**src/rtl/mrr_pkg.sv**
```systemverilog
// mrr_pkg: shared types for the Miller-Rabin round core.
// No dependencies; used by controller, datapath and top level.
package mrr_pkg;

    typedef enum logic [3:0] {
        ST_IDLE,
        ST_MOD,
        ST_SPLIT,
        ST_POW_CHK,
        ST_POW_MUL,
        ST_POW_SQ_GO,
        ST_POW_SQR,
        ST_SQ_CHK,
        ST_SQ_MUL,
        ST_SQ_EVAL,
        ST_FINAL,
        ST_OUT
    } mrr_state_t;

    typedef enum logic [1:0] {
        MUL_ACC_SQ,
        MUL_SQ_SQ,
        MUL_X_X
    } mrr_mulsel_t;

    typedef struct packed {
        logic        load;
        logic        mod_start;
        logic        split_step;
        logic        mul_start;
        mrr_mulsel_t mul_sel;
        logic        mul_commit;
        logic        exp_shift;
        logic        sq_eval;
        logic        set_verdict;
        logic        verdict_val;
        logic        x_init;
    } mrr_cmd_t;

    typedef struct packed {
        logic trivial;
        logic trivial_verdict;
        logic mod_busy;
        logic a_zero;
        logic d_odd;
        logic exp_zero;
        logic exp_lsb;
        logic mul_busy;
        logic t_zero;
        logic witness;
        logic x_is_one;
    } mrr_stat_t;

endpackage

```
**src/rtl/miller_rabin_round_core.sv**
```systemverilog
// miller_rabin_round_core: top level of one Miller-Rabin round.
// Depends on mrr_pkg, mrr_ctrl and mrr_datapath.
//
// One item carries a candidate n and a base a; one verdict item comes back
// (0 = composite proven, 1 = probably prime for this base). Even and small
// candidates resolve without any arithmetic. For odd n the base is reduced
// mod n bit-serially, n-1 is split into d*2^t one bit a cycle, then a^d
// mod n runs by square-and-multiply and up to t squarings follow.
// Every modular multiply goes through one shared shift-add unit that steps
// through the multiplier one bit at a time until its remaining bits are zero.
// The core works on one item at a time; the verdict register holds until
// taken and a new item is accepted once it is gone.
module miller_rabin_round_core
#(
    parameter int NUM_WIDTH = 63
)
(
    input  logic          clk,
    input  logic          rst_n,
    input  logic          s_tvalid,
    output logic          s_tready,
    input  logic [127:0]  s_tdata,  // [62:0] candidate, [125:63] base
    output logic          m_tvalid,
    input  logic          m_tready,
    output logic [7:0]    m_tdata   // [0] verdict
);

    mrr_pkg::mrr_cmd_t  cmd;
    mrr_pkg::mrr_stat_t stat;
    logic               idle, done, verdict;
    logic               start;

    assign s_tready = idle;
    assign start    = s_tvalid && idle;
    assign m_tvalid = done;
    assign m_tdata  = {7'd0, verdict};

    mrr_ctrl u_ctrl
    (
        .clk       (clk),
        .rst_n     (rst_n),
        .start     (start),
        .out_taken (m_tready),
        .stat      (stat),
        .cmd       (cmd),
        .idle      (idle),
        .done      (done)
    );

    mrr_datapath #(.W(NUM_WIDTH)) u_dp
    (
        .clk     (clk),
        .rst_n   (rst_n),
        .n_in    (s_tdata[NUM_WIDTH-1:0]),
        .a_in    (s_tdata[63 +: NUM_WIDTH]),
        .cmd     (cmd),
        .stat    (stat),
        .verdict (verdict)
    );

endmodule

```
**src/rtl/mrr_ctrl.sv**
```systemverilog
// mrr_ctrl: sequencer for one Miller-Rabin round.
// Depends on mrr_pkg command/status types.
module mrr_ctrl
(
    input  logic             clk,
    input  logic             rst_n,
    input  logic             start,
    input  logic             out_taken,
    input  mrr_pkg::mrr_stat_t stat,
    output mrr_pkg::mrr_cmd_t  cmd,
    output logic             idle,
    output logic             done
);

    mrr_pkg::mrr_state_t state_reg, state_next;

    always_ff @(posedge clk or negedge rst_n)
    begin
        if (!rst_n)
            state_reg <= mrr_pkg::ST_IDLE;
        else
            state_reg <= state_next;
    end

    always_comb
    begin
        state_next = state_reg;
        cmd = '0;
        cmd.mul_sel = mrr_pkg::MUL_ACC_SQ;
        idle = 1'b0;
        done = 1'b0;
        case (state_reg)
            mrr_pkg::ST_IDLE:
            begin
                idle = 1'b1;
                if (start)
                begin
                    cmd.load = 1'b1;
                    state_next = mrr_pkg::ST_MOD;
                end
            end
            mrr_pkg::ST_MOD:
            begin
                // trivial candidates resolve right away
                if (stat.trivial)
                begin
                    cmd.set_verdict = 1'b1;
                    cmd.verdict_val = stat.trivial_verdict;
                    state_next = mrr_pkg::ST_OUT;
                end
                else
                begin
                    cmd.mod_start = 1'b1;
                    state_next = mrr_pkg::ST_SPLIT;
                end
            end
            mrr_pkg::ST_SPLIT:
            begin
                if (!stat.mod_busy)
                begin
                    if (stat.a_zero)
                    begin
                        cmd.set_verdict = 1'b1;
                        cmd.verdict_val = 1'b1;
                        state_next = mrr_pkg::ST_OUT;
                    end
                    else if (stat.d_odd)
                        state_next = mrr_pkg::ST_POW_CHK;
                    else
                        cmd.split_step = 1'b1;
                end
            end
            mrr_pkg::ST_POW_CHK:
            begin
                if (stat.exp_zero)
                begin
                    // x starts at a^d
                    cmd.x_init = 1'b1;
                    state_next = mrr_pkg::ST_SQ_CHK;
                end
                else if (stat.exp_lsb)
                begin
                    cmd.mul_start = 1'b1;
                    cmd.mul_sel = mrr_pkg::MUL_ACC_SQ;
                    state_next = mrr_pkg::ST_POW_MUL;
                end
                else
                begin
                    cmd.mul_start = 1'b1;
                    cmd.mul_sel = mrr_pkg::MUL_SQ_SQ;
                    state_next = mrr_pkg::ST_POW_SQR;
                end
            end
            mrr_pkg::ST_POW_MUL:
            begin
                cmd.mul_sel = mrr_pkg::MUL_ACC_SQ;
                if (!stat.mul_busy)
                begin
                    cmd.mul_commit = 1'b1;
                    state_next = mrr_pkg::ST_POW_SQ_GO;
                end
            end
            mrr_pkg::ST_POW_SQ_GO:
            begin
                cmd.mul_start = 1'b1;
                cmd.mul_sel = mrr_pkg::MUL_SQ_SQ;
                state_next = mrr_pkg::ST_POW_SQR;
            end
            mrr_pkg::ST_POW_SQR:
            begin
                cmd.mul_sel = mrr_pkg::MUL_SQ_SQ;
                if (!stat.mul_busy)
                begin
                    cmd.mul_commit = 1'b1;
                    cmd.exp_shift = 1'b1;
                    state_next = mrr_pkg::ST_POW_CHK;
                end
            end
            mrr_pkg::ST_SQ_CHK:
            begin
                if (stat.t_zero)
                    state_next = mrr_pkg::ST_FINAL;
                else
                begin
                    cmd.mul_start = 1'b1;
                    cmd.mul_sel = mrr_pkg::MUL_X_X;
                    state_next = mrr_pkg::ST_SQ_MUL;
                end
            end
            mrr_pkg::ST_SQ_MUL:
            begin
                cmd.mul_sel = mrr_pkg::MUL_X_X;
                if (!stat.mul_busy)
                begin
                    cmd.mul_commit = 1'b1;
                    state_next = mrr_pkg::ST_SQ_EVAL;
                end
            end
            mrr_pkg::ST_SQ_EVAL:
            begin
                if (stat.witness)
                begin
                    cmd.set_verdict = 1'b1;
                    cmd.verdict_val = 1'b0;
                    state_next = mrr_pkg::ST_OUT;
                end
                else
                begin
                    cmd.sq_eval = 1'b1;
                    state_next = mrr_pkg::ST_SQ_CHK;
                end
            end
            mrr_pkg::ST_FINAL:
            begin
                cmd.set_verdict = 1'b1;
                cmd.verdict_val = stat.x_is_one;
                state_next = mrr_pkg::ST_OUT;
            end
            mrr_pkg::ST_OUT:
            begin
                done = 1'b1;
                if (out_taken)
                    state_next = mrr_pkg::ST_IDLE;
            end
            default:
                state_next = mrr_pkg::ST_IDLE;
        endcase
    end

    // a result is only ever presented after a run was loaded
    ast_done_after_load: assert property (@(posedge clk) disable iff (!rst_n)
        $rose(done) |-> !$past(idle))
        else $error("result raised straight from idle");
    // one item per run: no load while busy
    ast_load_idle: assert property (@(posedge clk) disable iff (!rst_n)
        cmd.load |-> idle)
        else $error("load outside idle");
    ast_mul_ready: assert property (@(posedge clk) disable iff (!rst_n)
        cmd.mul_commit |-> !stat.mul_busy)
        else $error("multiply result taken while busy");

endmodule

```
**src/rtl/mrr_datapath.sv**
```systemverilog
// mrr_datapath: operand registers, bit-serial modular reduce and multiply.
// Depends on mrr_pkg command/status types.
module mrr_datapath
#(
    parameter int W = 63
)
(
    input  logic               clk,
    input  logic               rst_n,
    input  logic [W-1:0]       n_in,
    input  logic [W-1:0]       a_in,
    input  mrr_pkg::mrr_cmd_t  cmd,
    output mrr_pkg::mrr_stat_t stat,
    output logic               verdict
);

    localparam int CW = $clog2(W + 1);

    logic [W-1:0]  n_reg, nm1_reg, a_reg;
    logic [W-1:0]  acc_reg, sq_reg, x_reg, prev_reg, d_reg;
    logic [CW-1:0] t_reg;
    logic          verdict_reg;

    // shared modular unit: reduce (a mod n) or shift-add multiply
    logic          mod_busy_reg, mul_busy_reg;
    logic [CW-1:0] cnt_reg;
    logic [W-1:0]  r_reg, racc_reg, radd_reg, ry_reg;

    logic [W:0]    r_shift, r_sub, s_sum, s_sub, ad_sh, ad_sub;
    logic [W-1:0]  r_new, s_new, ad_new, op_x, op_y, mul_res;

    always_comb
    begin
        case (cmd.mul_sel)
            mrr_pkg::MUL_ACC_SQ: begin op_x = acc_reg; op_y = sq_reg; end
            mrr_pkg::MUL_SQ_SQ:  begin op_x = sq_reg;  op_y = sq_reg; end
            default:             begin op_x = x_reg;   op_y = x_reg;  end
        endcase
        // restoring remainder, one bit of a per cycle, MSB first
        r_shift = {r_reg, a_reg[cnt_reg]};
        r_sub   = r_shift - {1'b0, n_reg};
        r_new   = r_sub[W] ? r_shift[W-1:0] : r_sub[W-1:0];
        s_sum   = {1'b0, racc_reg} + {1'b0, radd_reg};
        s_sub   = s_sum - {1'b0, n_reg};
        s_new   = ry_reg[0] ? (s_sub[W] ? s_sum[W-1:0] : s_sub[W-1:0]) : racc_reg;
        ad_sh   = {radd_reg, 1'b0};
        ad_sub  = ad_sh - {1'b0, n_reg};
        ad_new  = ad_sub[W] ? ad_sh[W-1:0] : ad_sub[W-1:0];
        mul_res = racc_reg;
    end

    always_ff @(posedge clk or negedge rst_n)
    begin
        if (!rst_n)
        begin
            mod_busy_reg <= 1'b0;
            mul_busy_reg <= 1'b0;
            verdict_reg  <= 1'b0;
        end
        else
        begin
            if (cmd.mod_start)
                mod_busy_reg <= 1'b1;
            else if (mod_busy_reg && cnt_reg == '0)
                mod_busy_reg <= 1'b0;
            if (cmd.mul_start)
                mul_busy_reg <= 1'b1;
            else if (mul_busy_reg && ry_reg == '0)
                mul_busy_reg <= 1'b0;
            if (cmd.set_verdict)
                verdict_reg <= cmd.verdict_val;
        end
    end

    always_ff @(posedge clk)
    begin
        if (cmd.load)
        begin
            n_reg   <= n_in;
            a_reg   <= a_in;
            nm1_reg <= n_in - W'(1);
            d_reg   <= n_in - W'(1);
            t_reg   <= '0;
            acc_reg <= W'(1);
        end
        if (cmd.mod_start)
        begin
            r_reg   <= '0;
            cnt_reg <= CW'(W - 1);
        end
        else if (mod_busy_reg)
        begin
            r_reg <= r_new;
            if (cnt_reg == '0)
                sq_reg <= r_new;
            else
                cnt_reg <= cnt_reg - CW'(1);
        end
        if (cmd.split_step)
        begin
            d_reg <= d_reg >> 1;
            t_reg <= t_reg + CW'(1);
        end
        if (cmd.mul_start)
        begin
            racc_reg <= '0;
            radd_reg <= op_x;
            ry_reg   <= op_y;
        end
        else if (mul_busy_reg && ry_reg != '0)
        begin
            racc_reg <= s_new;
            radd_reg <= ad_new;
            ry_reg   <= ry_reg >> 1;
        end
        if (cmd.mul_commit)
        begin
            case (cmd.mul_sel)
                mrr_pkg::MUL_ACC_SQ: acc_reg <= mul_res;
                mrr_pkg::MUL_SQ_SQ:  sq_reg  <= mul_res;
                default:
                begin
                    prev_reg <= x_reg;
                    x_reg    <= mul_res;
                end
            endcase
        end
        if (cmd.exp_shift)
            d_reg <= d_reg >> 1;
        // entering squaring phase: x starts at a^d
        if (cmd.x_init)
            x_reg <= acc_reg;
        if (cmd.sq_eval)
            t_reg <= t_reg - CW'(1);
    end

    always_comb
    begin
        stat.trivial         = (n_reg < W'(3)) || !n_reg[0];
        stat.trivial_verdict = (n_reg == W'(2));
        stat.mod_busy        = mod_busy_reg;
        stat.a_zero          = (sq_reg == '0);
        stat.d_odd           = d_reg[0];
        stat.exp_zero        = (d_reg == '0);
        stat.exp_lsb         = d_reg[0];
        stat.mul_busy        = mul_busy_reg;
        stat.t_zero          = (t_reg == '0);
        stat.witness         = (x_reg == W'(1)) && (prev_reg != W'(1))
                               && (prev_reg != nm1_reg);
        stat.x_is_one        = (x_reg == W'(1));
    end

    assign verdict = verdict_reg;

endmodule
```
**config.mk**
```make
export PLATFORM = sky130hd
export DESIGN_NAME = miller_rabin_round_core
export DESIGN_NICKNAME = d
export VERILOG_FILES = /design/src/rtl/mrr_pkg.sv /design/src/rtl/miller_rabin_round_core.sv /design/src/rtl/mrr_ctrl.sv /design/src/rtl/mrr_datapath.sv
export SDC_FILE = /design/constraint.sdc
export NUM_CORES = 2
export LEC_CHECK = 0
export ABC_AREA = 0
export BUFFER_PORTS_ARGS = -buffer_cell sky130_fd_sc_hd__buf_2
export CORE_MARGIN = 3
export CORE_UTILIZATION = 30
export CTS_CLUSTER_SIZE = 25
export DETAILED_ROUTE_END_ITERATION = 16
export GPL_TIMING_DRIVEN = 0
export PLACE_DENSITY = 0.48
export SLEW_MARGIN = 30
export SYNTH_ARGS = -nofsm -noshare
export SYNTH_HDL_FRONTEND = slang
export SYNTH_SLANG_ARGS = --single-unit
```
**constraint.sdc**
```tcl
create_clock -name clk -period 13.3 [get_ports clk]
set_clock_uncertainty 0.2 [all_clocks]
set_input_delay 1.33 -clock clk [delete_from_list [all_inputs] [get_ports clk]]
set_output_delay 1.33 -clock clk [all_outputs]
set_load 0.02 [all_outputs]
```
## Word-level counts from Yosys, hierarchy flattened

Index checks and enable logic that the tools add are counted.

| operators by class | value |
|---|---|
| add/subtract/negate cells | 8 |
| $lt $le $gt $ge | 2 |
| equal/unequal tests | 24 |
| multiplexer cells | 74 |
| bitwise gates (word level) | 2 |
| reductions and logical operators | 31 |

Operators with widths:

| kind | number |
|---|---|
| $mux 63 | 19 |
| $sub 64x63->64 | 3 |
| $logic_not 63->1 | 3 |
| $mux 62 | 3 |
| $pmux 63 s2 | 1 |
| $add 63x63->64 | 1 |
| $eq 63x1->1 const B | 1 |
| $eq 63x2->1 const B | 1 |
| $lt 63x2->1 const B | 1 |
| $ne 63x1->1 const B | 1 |
| $ne 63x63->1 | 1 |
| $reduce_bool 63->1 | 1 |
| $sub 63x1->63 const B | 1 |
| $pmux 4 s12 | 1 |
| $mux 4 | 10 |
| $mux 1 | 22 |
| $mux 6 | 3 |
| $eq 4x3->1 const B | 4 |
| $eq 4x4->1 const B | 4 |
| $mux 2 | 8 |
| $pmux 2 s4 | 2 |
| $logic_not 6->1 | 2 |
| $ne 2x2->1 const B | 6 |
| $sub 6x1->6 const B | 2 |
| 22 further kinds | 40 |

| word-level totals | value |
|---|---|
| flip-flop bits (word level) | 775 |
| bits of input ports | 132 |
| output and inout bits | 10 |
| word-level logic and storage cells | 160 |

## Depth between registers and ports, before layout

| logic depth | value |
|---|---|
| depth after elaboration | 9 |
| mapped depth | 27 |
| mapped depth without buffers | 24 |

## Modules after synthesis

From an unflattened synthesis, not the netlist that was laid out.

| second synthesis, totals | value |
|---|---|
| cells, all modules | 5493 |
| area total of the unflattened synthesis | 50367.1 sq um |

Modules (own cells, without submodules):

| module | instances | cells an instance | area an instance (sq um) | sequential area each (sq um) |
|---|---|---|---|---|
| mrr_datapath | 1 | 5402 | 49715.2 | 20544.7 |
| mrr_ctrl | 1 | 81 | 581.8 | 100.1 |
| miller_rabin_round_core | 1 | 10 | 70.1 | 0.0 |

## Least setup slack after synthesis

Ideal clock, no wire load.

| timing | value |
|---|---|
| path type | flip-flop to flip-flop |
| start | reg u_ctrl.state_reg[0] |
| end | reg u_dp.d_reg[0] (enable) |
| library setup time | 422 ps |
| arrival time | 7136 ps |
| data required time | 12678 ps |
| slack | 5541 ps |
| stages on the path, launching flop included | 7 |
| buffers on the path | 2 |
| clock period less this slack | 7759 ps |
| cell sequence | dfrtp_1 > clkbuf_1 > clkbuf_1 > nor4_1 > nand2_1 > inv_1 > or3_1 |

RTL lines:

| what | line | text |
|---|---|---|
| start, declared | mrr_ctrl.sv:15 | `mrr_pkg::mrr_state_t state_reg, state_next;` |
| start signal, assigned | mrr_ctrl.sv:20 | `state_reg <= mrr_pkg::ST_IDLE;` |
| start signal, assigned | mrr_ctrl.sv:22 | `state_reg <= state_next;` |
| end signal, assigned | mrr_datapath.sv:82 | `d_reg <= n_in - W'(1);` |
| end signal, assigned | mrr_datapath.sv:101 | `d_reg <= d_reg >> 1;` |
| end signal, assigned | mrr_datapath.sv:129 | `d_reg <= d_reg >> 1;` |
| end, declared | mrr_datapath.sv:20 | `logic [W-1:0] acc_reg, sq_reg, x_reg, prev_reg, d_reg;` |

## Final worst setup path

| timing | value |
|---|---|
| start | reg u_dp.racc_reg[9], in the netlist u_dp.mul_res[9] |
| end | reg u_dp.racc_reg[11], in the netlist u_dp.mul_res[11] |

| between the ends | value |
|---|---|
| longest elaborated chain between the ends | 3 |

Ends and longest elaborated chain:

| what | line | text |
|---|---|---|
| start, declared | mrr_datapath.sv:27 | `logic [W-1:0] r_reg, racc_reg, radd_reg, ry_reg;` |
| start signal, assigned | mrr_datapath.sv:112 | `racc_reg <= s_new;` |
| $add 63x63->64 (*) | mrr_datapath.sv:43 | `s_sum = {1'b0, racc_reg} + {1'b0, radd_reg};` |
| $sub 64x63->64 | mrr_datapath.sv:44 | `s_sub = s_sum - {1'b0, n_reg};` |
| $mux 63 (*) | mrr_datapath.sv:45 | `s_new = ry_reg[0] ? (s_sub[W] ? s_sum[W-1:0] : s_sub[W-1:0]) : racc_reg;` |

Every way passes the cells marked *; elsewhere a longest branch is shown, timed or not.
A chain may end at the register's enable or synchronous reset.

==> reports/qor.csv <==
metric;value;unit
viasPerCell;5.90;
fmax;108;MHz
required;13680;ps
drc_errors;0;
synth_top_family_by_area;compound AO/OA/AOI/OAI gates;
layout_common_cells;609 x nand2_1, 509 x edfxtp_1, 412 x o21ai_0;
port_buffers;132;
worst_slew_pin_slew;1080;ps
grt_use_total;0.273;
grt_pass1_wl;341000;um
gr-total-overflow;0;
max_slew_margin;0.282;
die_h;417;um
crit_end;u_dp.mul_res[11];
grt_max_degree;84;
path_class;reg -> reg;
rr_startpoint;u_dp.mul_res[9];
slowest_stage;xnor2_2;
maxCapViolCount;0;
ys_ff_latch;775;
synth_top_cell_by_area;edfxtp_1;
worstSkewPairLatency;770;ps
routedWlPerCell;30.5;um
setup.worst_path.start;u_dp.mul_res[9];
cts.sinks;775;
synth.mux.area_fraction;0.0624;
synth_cells;5469;
coreArea;167000;um^2
dp_hpwl;197000;um
num_vias;47308;
layout_commonest_cell;nand2_1;
async_flop_share;0.00903;
ys_warn_count;0;
row_count;150;
synthXorXnorAreaFrac;0.0618;
hold_path.class;reg -> reg;
worst_setup_path_start_kind;flop;
rr_worst_depth;26;
rsz0062_at_grt;no;
slowest_delay;770;ps
tns;0;ps
synth.distinct_cells;96;
synth-main-ff-cell;edfxtp_1;
detail_route.iter0.violations;5715;
clk_pin_slew;70;ps
setup_viol_count_final;0;
synth-compound-area-share;0.202;
area_growth;14.1;%
synth_top_cell_area_share;0.302;
synthTopCellsByArea;edfxtp_1 30%, dfxtp_1 10%, ha_1 6.3%, nand2_1 4.5%, o21ai_0 4.1%;
cp_data_arrival_time;9630;ps
drv_slew;0;
crit_cells;26;
drive_above_1_share;0.101;
fin_nets;6125;
initial_core_util;0.302;
synth.avg_cell_area;9.24;um^2
outcome;finished, final reports clean;
cts_buffers;93;
fin_crit;9250;ps
cts_buffer_depth;3;
root_buffer;clkbuf_16;
die_w;417;um
end_kind;flop;
first_global_vias;45232;
crit_family;compound AO/OA/AOI/OAI gates;
antenna_found_initial;20;
reg2reg_to;u_dp.mul_res[11];
crit_buf_inv;5;
place_congestion;0.999;
finalHoldViolations;0;
cp_common_cell;a21oi_1;
dieArea;173000;um^2
ys_seq_area_frac;0.408;
ant_nets;0;
synthAdderAreaFrac;0.0649;
final.period_utilization;0.695;
cts_htree_levels;3;
post_cts_buffers;0;
firstDrtPassIters;7;
netlist_area;50600;um^2
rrSetupSlack;4050;ps
cts_tree;done;
synth_edf_count;509;
worstPathMaxFanout;10;
yosys.area_share.simple;0.161;
cts_hold_buf;0;
pin_count;142;
cts_resized;0;
wl;245000;um
==> Yosys cell counts (all sizes together) (138+ instances only) <==
| library cell | n |
|---|---|
| nand2 | 611 |
| inv | 149 |
| nand4 | 138 |
| a21oi | 381 |
| nor2 | 292 |
| xnor2 | 168 |
| dfxtp | 259 |
| mux2 | 141 |
| clkbuf | 305 |
| nand3 | 158 |
| a31oi | 200 |
| a21o | 142 |
| edfxtp | 509 |
| xor2 | 185 |
| ha | 256 |
| o21ai | 420 |
==> worst min-delay path, cell delays in order, from the launching register on <==
cell     delay [ps]
dfxtp_1         320
nand2_1          50
o21ai_0          60
==> worst min-delay path by stage <==
| stage | startpoint | depth (start not counted) | endpoint |
|---|---|---|---|
| floorplan | u_dp.x_reg[0] | 0 | u_dp.prev_reg[0] |
| global placement | u_dp.acc_reg[1] | 2 | u_dp.acc_reg[1] |
| detailed placement | u_dp.acc_reg[1] | 2 | u_dp.acc_reg[1] |
| CTS | rst_n | 1 | u_dp.verdict |
| global route | rst_n | 1 | u_dp.mod_busy_reg |
| finish | u_dp.acc_reg[47] | 2 | u_dp.acc_reg[47] |
==> layer usage <==
layer / up-vias / part of all wire / track usage
li1: 21125 / - / -
met1: 23418 / 0.44 / 0.379
met2: 2323 / 0.43 / 0.416
met3: 438 / 0.085 / 0.0518
met4: 4 / 0.047 / 0.111
met5: - / 0.00012 / 0
==> kinds of logic (layout without fill, tap and decap cells) <==
| kind of cell | count (synthesis) | in the layout |
|---|---|---|
| adders and majority gates | 260 | 260 |
| muxes | 274 | 274 |
| DFF | 775 | 775 |
| xor gates and xnor gates | 353 | 353 |
| other | 1 | 11 |
| buffers and inverters | 506 | 845 |
| and+or+nand+nor | 1676 | 1676 |
| AOI/OAI and AO/OA | 1624 | 1624 |
==> layout make-up <==
class,instances,area [um^2]
diodes,4,10.0
plain buffers,357,1440
clock buffers,118,2500
clock inverters,58,658
fillers,17291,110000
inverters,149,567
multi-input cells,4194,28100
flip-flops and latches,775,20600
well taps,2204,2760
repair buffers,163,1020
==> through the flow <==
stage               cells  setup slack (ps)  instance area (um^2)  utilization  hold slack, ps
finish               8022              4050                 57700        0.345             274
CTS                  8018              4130                 57700        0.345             258
global route         8018              3790                 57700        0.345             282
global placement     7811              1430                 54000        0.323             256
detailed placement   7842              4200                 54500        0.326             265
floorplan            5475              5540                 50600            -             241
Power is not shown: default switching activity piles up to over one toggle a cycle in this logic, so the estimate is an artifact.
